**src/rtl/core/rsi_pkg.sv**
```systemverilog
package rsi_pkg;

   // Field widths of the request and response beats.
   localparam int CoordW = 16;
   localparam int RadW   = 15;
   localparam int DistW  = 24;

   // Internal widths that follow from the coordinate width.
   // The difference origin - center needs one bit more than a coordinate.
   localparam int DiffW  = CoordW + 1;
   // Half of b: three products of a difference and a direction component.
   localparam int HW     = 34;
   // Constant term: three squared differences less the squared radius.
   localparam int CW     = 35;
   // Squared direction length.
   localparam int AW     = 32;
   // Magnitudes of the half-b and constant terms.
   localparam int MagW   = 33;
   localparam int CMagW  = 34;
   // Full products of the discriminant terms.
   localparam int ProdW  = 66;
   // Low half of a split multiplier operand.
   localparam int SplitW = 17;
   // Discriminant as seen by the square root: a whole number of bit pairs.
   localparam int QPairs = 35;
   localparam int QW     = 2 * QPairs;

   // Control bits that travel with each beat down the pipeline.
   typedef struct packed {
      logic valid;
      logic live;   // Still a candidate hit.
      logic near;   // Use the nearer root.
      logic hneg;   // Half of b is negative.
   } rsi_ctl_type;

   // One response beat.
   typedef struct packed {
      logic             hit;
      logic [DistW-1:0] distance;
      logic             saturated;
   } rsi_res_type;

endpackage

```
**src/rtl/core/rsi_div.sv**
```systemverilog
module rsi_div #(
   parameter int DIST_FRAC_BITS = 16
) (
   input  logic                                         clock,
   input  logic                                         reset,
   input  logic                                         en,
   input  rsi_pkg::rsi_ctl_type                         ctl_in,
   input  logic [rsi_pkg::QPairs+DIST_FRAC_BITS-1:0]    root_in,
   input  logic [rsi_pkg::MagW-1:0]                     mag_in,
   input  logic [rsi_pkg::AW-1:0]                       a_in,
   output rsi_pkg::rsi_ctl_type                         ctl_out,
   output logic                                         sat_out,
   output logic [rsi_pkg::DistW-1:0]                    quo_out
);
   import rsi_pkg::*;

   localparam int Rb   = QPairs + DIST_FRAC_BITS;
   localparam int NumW = Rb + 1;
   localparam int LimW = AW + DistW;
   localparam int XW   = (NumW > LimW) ? NumW : LimW;

   // Numerator stage.
   rsi_ctl_type   ctln_ff;
   logic [XW-1:0] scale_h;
   logic [XW-1:0] root_x;
   logic [XW-1:0] num_in;
   logic [XW-1:0] num_ff;
   logic [AW-1:0] an_ff;

   // Saturation stage.
   rsi_ctl_type   ctls_ff;
   logic          sats_ff;
   logic [XW-1:0] rems_ff;
   logic [AW-1:0] as_ff;

   // Quotient stages, one bit each, most significant first.
   rsi_ctl_type      ctl_ff [DistW];
   logic             sat_ff [DistW];
   logic [DistW-1:0] quo_ff [DistW];
   logic [XW-1:0]    rem_ff [DistW-1];
   logic [AW-1:0]    a_ff   [DistW-1];

   // Pick the root that is the nearest positive one.
   assign scale_h = XW'(mag_in) << DIST_FRAC_BITS;
   assign root_x  = XW'(root_in);

   always_comb begin
      if (ctl_in.near) begin
         num_in = scale_h - root_x;
      end else if (ctl_in.hneg) begin
         num_in = scale_h + root_x;
      end else begin
         num_in = root_x - scale_h;
      end
   end

   always_ff @(posedge clock) begin
      if (reset) begin
         ctln_ff <= '0;
         ctls_ff <= '0;
      end else if (en) begin
         ctln_ff <= ctl_in;
         ctls_ff <= ctln_ff;
      end
   end

   // A quotient of 2^DistW or more clips.
   always_ff @(posedge clock) begin
      if (en) begin
         num_ff  <= num_in;
         an_ff   <= a_in;
         sats_ff <= (num_ff >= (XW'(an_ff) << DistW));
         rems_ff <= num_ff;
         as_ff   <= an_ff;
      end
   end

   for (genvar j = 0; j < DistW; j++) begin : g_bit
      rsi_ctl_type      ctl_prev;
      logic             sat_prev;
      logic [DistW-1:0] quo_prev;
      logic [XW-1:0]    rem_prev;
      logic [AW-1:0]    a_prev;
      logic [XW-1:0]    dvs;
      logic             take;

      if (j == 0) begin : g_first
         assign ctl_prev = ctls_ff;
         assign sat_prev = sats_ff;
         assign quo_prev = '0;
         assign rem_prev = rems_ff;
         assign a_prev   = as_ff;
      end else begin : g_next
         assign ctl_prev = ctl_ff[j-1];
         assign sat_prev = sat_ff[j-1];
         assign quo_prev = quo_ff[j-1];
         assign rem_prev = rem_ff[j-1];
         assign a_prev   = a_ff[j-1];
      end

      // Restoring step against the divisor shifted to this bit.
      assign dvs  = XW'(a_prev) << (DistW - 1 - j);
      assign take = (rem_prev >= dvs);

      always_ff @(posedge clock) begin
         if (reset) begin
            ctl_ff[j] <= '0;
         end else if (en) begin
            ctl_ff[j] <= ctl_prev;
         end
      end

      always_ff @(posedge clock) begin
         if (en) begin
            sat_ff[j] <= sat_prev;
            quo_ff[j] <= {quo_prev[DistW-2:0], take};
         end
      end

      if (j < DistW - 1) begin : g_rem
         always_ff @(posedge clock) begin
            if (en) begin
               rem_ff[j] <= take ? (rem_prev - dvs) : rem_prev;
               a_ff[j]   <= a_prev;
            end
         end
      end
   end

   assign ctl_out = ctl_ff[DistW-1];
   assign sat_out = sat_ff[DistW-1];
   assign quo_out = quo_ff[DistW-1];

endmodule

```
**config.mk**
```make
export PLATFORM = sky130hd
export DESIGN_NAME = rsi_div
export DESIGN_NICKNAME = d
export VERILOG_FILES = /design/src/rtl/core/rsi_pkg.sv /design/src/rtl/core/rsi_div.sv
export SDC_FILE = /design/constraint.sdc
export NUM_CORES = 2
export LEC_CHECK = 0
export BUFFER_PORTS_ARGS = -buffer_cell sky130_fd_sc_hd__buf_2
export CAP_MARGIN = 20
export CORE_MARGIN = 5
export CORE_UTILIZATION = 58
export DETAILED_ROUTE_END_ITERATION = 8
export PLACE_DENSITY = 0.88
export SYNTH_ARGS = -nofsm -noshare
export SYNTH_HDL_FRONTEND = slang
export SYNTH_SLANG_ARGS = --single-unit
export TNS_END_PERCENT = 5
```
**constraint.sdc**
```tcl
create_clock -name clock -period 3.8 [get_ports clock]
set_input_delay 0 -clock clock [delete_from_list [all_inputs] [get_ports clock]]
set_output_delay 0 -clock clock [all_outputs]
set_load 0.02 [all_outputs]
```
==> run metrics <==
outcome finished with violations; failing checks DRC, setup timing; sequence of cells on the critical path inv_1, ha_2, fa_2, nor2b_4, o31a_1, nor4_1, nor2_1, a21oi_2, o31ai_1, buf_4, a41oi_2, a211o_1, o21bai_4, nor3_1, xor2_1; commonest cells in the netlist 2615 x edfxtp_1, 1119 x inv_1, 1077 x a21oi_1; gpl congestion 0.9925; post-route setup TNS -94250 ps; top-count cell post-synth edfxtp_1; dominant cell type by area after synthesis edfxtp_1; WL final 395000 µm; Post-synth ARST share 0; Core Area roughly 0.25 mm²; RSZ-0062 raised after global routing true; Worst Max-Slew Pin Slew ~1100 ps; Mapped Nets 13770; Initial Util 0.5811; delay-heaviest family, CP compound AO/OA/AOI/OAI gates; worst path arrival time roughly 5400 ps; die width ~510 µm; Setup WS post-layout -975.3 ps; register area around 0.079 mm²; crit share post-route 1.257; Vert. Die Dim around 510 µm; first-pass GRT wire length between 500000 and 600000 µm; Final Max Tran Viols 0; Max Freq between 200 and 250 MHz; Clk Latency, worst-skew pair approximately 1000 ps; # fillers 16200; R2R depth 15; clock-pin slew on the worst setup and hold paths ~70 ps; ranking of synthesized cells by area edfxtp_1 55%, ha_1 7.9%, a21oi_1 3.8%; number of distinct library cells after synthesis 111; Hold Path Stages 7; CP max FO 4; Worst path depth 15; sequential-to-total area share from yosys stat 0.5516; CTS root buffer clkbuf_16; ANT nets after route 0; area delta synth->final 16.41%; WL met3 27300 µm; R2R Path End rem_ff[1][49]; Post-Syn Area per Cell 11.21 µm²; worst vdd ir about 0.00061 V; largest net degree at the start of global routing 179; multi-input logic area 0.06003 mm²; H-tree levels 5; worst min-delay path category input port to flop; Slowest-stage cell, CP edfxtp_1; Clock Tree Buf Depth 4; DRT met1 WL between 100000 and 150000 µm; hold_sp root_in[32]; share of the synthesized area in the top cell type 0.5505; post-DR wirelength/cell between 20 and 25 µm; Die Area 0.2560 mm²; initial antenna violation count 21; WP buf/inv 2; WHS Endpoint num_ff[32]; nets roughly 15000; R2R Setup Slk -980 ps; Post-Layout Cell Count around 17000; Layout Skew 140.8 ps; number of synthesized flops with an enable pin around 2600; Mapped Cells 12720; DR iter-0 viols about 11000; CTS tree done; Finished Cell Area roughly 0.17 mm²; TritonRoute pass-1 iters 9; Leak between 60 and 70 nW; DR vias/cell between 6 and 7; clock sinks between 2000 and 3000; reg-to-reg startpoint rem_ff[0][407]; Max-cap violations 0; Ports between 150 and 200; slowest stage delay, CP about 770 ps; GRT Util Overall 0.2816; Worst setup SP type flop; Hold Fails Final Rpt 0; post-placement cell count 16560; dpl hpwl 252100 µm; dpl cell area roughly 0.15 mm²; layout cells sized above 1 0.1382; Yosys Warn Count 0; CTS Buf Count between 200 and 300; normalized max-slew margin 0.2894; DRC Markers 76; flops & latches, synth between 2000 and 3000; Post-Syn Area between 0.1 and 0.15 mm²; detailed-route via count 108400; vias in the first global route about 110k; Power Density 737.9 mW/mm²; Port Buffer Count 151; WP data required between 4000 and 5000 ps; Most used DFF post-synth edfxtp_1; Met2 Wirelength approximately 200000 µm; fin util 0.6765; critical path class flop to flop; CP endpoint kind flop; total gr overflow 0; top routing layer in use met5; # setup viols final slightly below 400; minimum clock period 4775 ps; row count roughly 180
## cell usage in the layout (no fill, tap or decap), drive strengths merged, types with 81 or more instances in the layout
master	Yosys	routed
and2	133	133
o31ai	81	81
edfxtp	2615	2615
o21bai	129	129
mux2	103	103
nor3	206	206
inv	1122	1126
nor2	836	836
clkbuf	324	356
a21oi	1077	1077
a31oi	92	92
clkinv	3	101
nand2b	136	136
nand2	926	926
xor2	419	419
a211oi	82	82
buf	57	1059
xnor2	540	540
nand3	218	218
nor4	153	153
nand4	179	179
nor2b	119	119
ha	901	901
o21ai	795	795
o21a	94	94
a21o	492	492
dlygate4sd3	0	163
## worst register-to-register path, delay by kind of cell (launching register included)
kind,cells,cell delay [ps]
xor+xnor,1,150
compound gates,6,1380
buf+inv,2,360
flops,1,770
simple gates,4,880
fa+ha+maj,2,870
## power breakdown
| part | leakage [nW] | internal (W) | switching [W] | total (W) |
|---|---|---|---|---|
| logic | 36.8 | 0.0220 | 0.0289 | 0.0509 |
| registers | 25.5 | 0.0404 | 0.00381 | 0.0442 |
| clock network | 4.35 | 0.0159 | 0.0115 | 0.0275 |
## worst max-delay path by stage
stage                         from             end  slack [ps]
finish              rem_ff[0][407]   rem_ff[1][49]        -980
global placement     rem_ff[2][61]  rem_ff[2][153]        -430
CTS                  rem_ff[2][61]  rem_ff[2][165]        -200
floorplan            rem_ff[2][61]  rem_ff[2][153]          40
global route        rem_ff[0][407]   rem_ff[1][49]       -1040
detailed placement  rem_ff[1][289]  rem_ff[1][379]        -480
## metal layers
| layer | track usage | vias up |
|---|---|---|
| met2 | 0.5352 | 5982 |
| met4 | 0.2231 | 14 |
| met1 | 0.2671 | 51200 |
| met3 | 0.04315 | 2230 |
| met5 | 0 | - |
| li1 | - | 48990 |
## what timing repair did
action,4_1_cts,5_1_grt
buffers inserted,19,47
pin swaps,36,86
endpoints found under the hold margin,546,0
gates resized for setup,116,330
cloned,3,9
hold buffers,163,0
setup endpoints to repair,313,680
## metrics by stage
stage	hold slack (ps)	setup WS, ps	total power, W
final	36.18	-975.3	0.1225
after global routing	24.89	-1039	0.1285
after detailed placement	178.1	-481.2	0.09088
after floorplan	98.87	40.55	0.07562
after global placement	176.7	-433.8	0.08928
after CTS	0.1001	-199.4	0.1192
## state kept, by name (all words and copies together), names as in the netlist, 32 cells and up
name,count
a_ff,736
an_ff,32
as_ff,32
ctl_ff,96
g_bit.rem_prev,53
num_ff,53
quo_ff,300
rem_ff,1288
## layout make-up
| type | count | area share |
|---|---|---|
| Tap cell | 3220 | 0.02426 |
| Timing Repair Buffer | 1230 | 0.06109 |
| Multi-Input combinational cell | 8595 | 0.3615 |
| Clock inverter | 137 | 0.007911 |
| Antenna cell | 11 | 0.0001658 |
| Clock buffer | 348 | 0.04571 |
| Sequential cell | 2623 | 0.4738 |
| Inverter | 1125 | 0.02550 |
## cells by family after synthesis
group | count (synthesis) | share of synthesized area
AO/OA/AOI/OAI | 3277 | 0.1433
XOR/XNOR | 959 | 0.05888
adder cells (fa/ha/maj) | 926 | 0.08253
buffers and inverters | 1506 | 0.04004
flip-flops | 2623 | 0.5516
multiplexers | 128 | 0.009885
AND/OR/NAND/NOR | 3305 | 0.1138
Note: power is estimated with default switching activity, not from simulation.
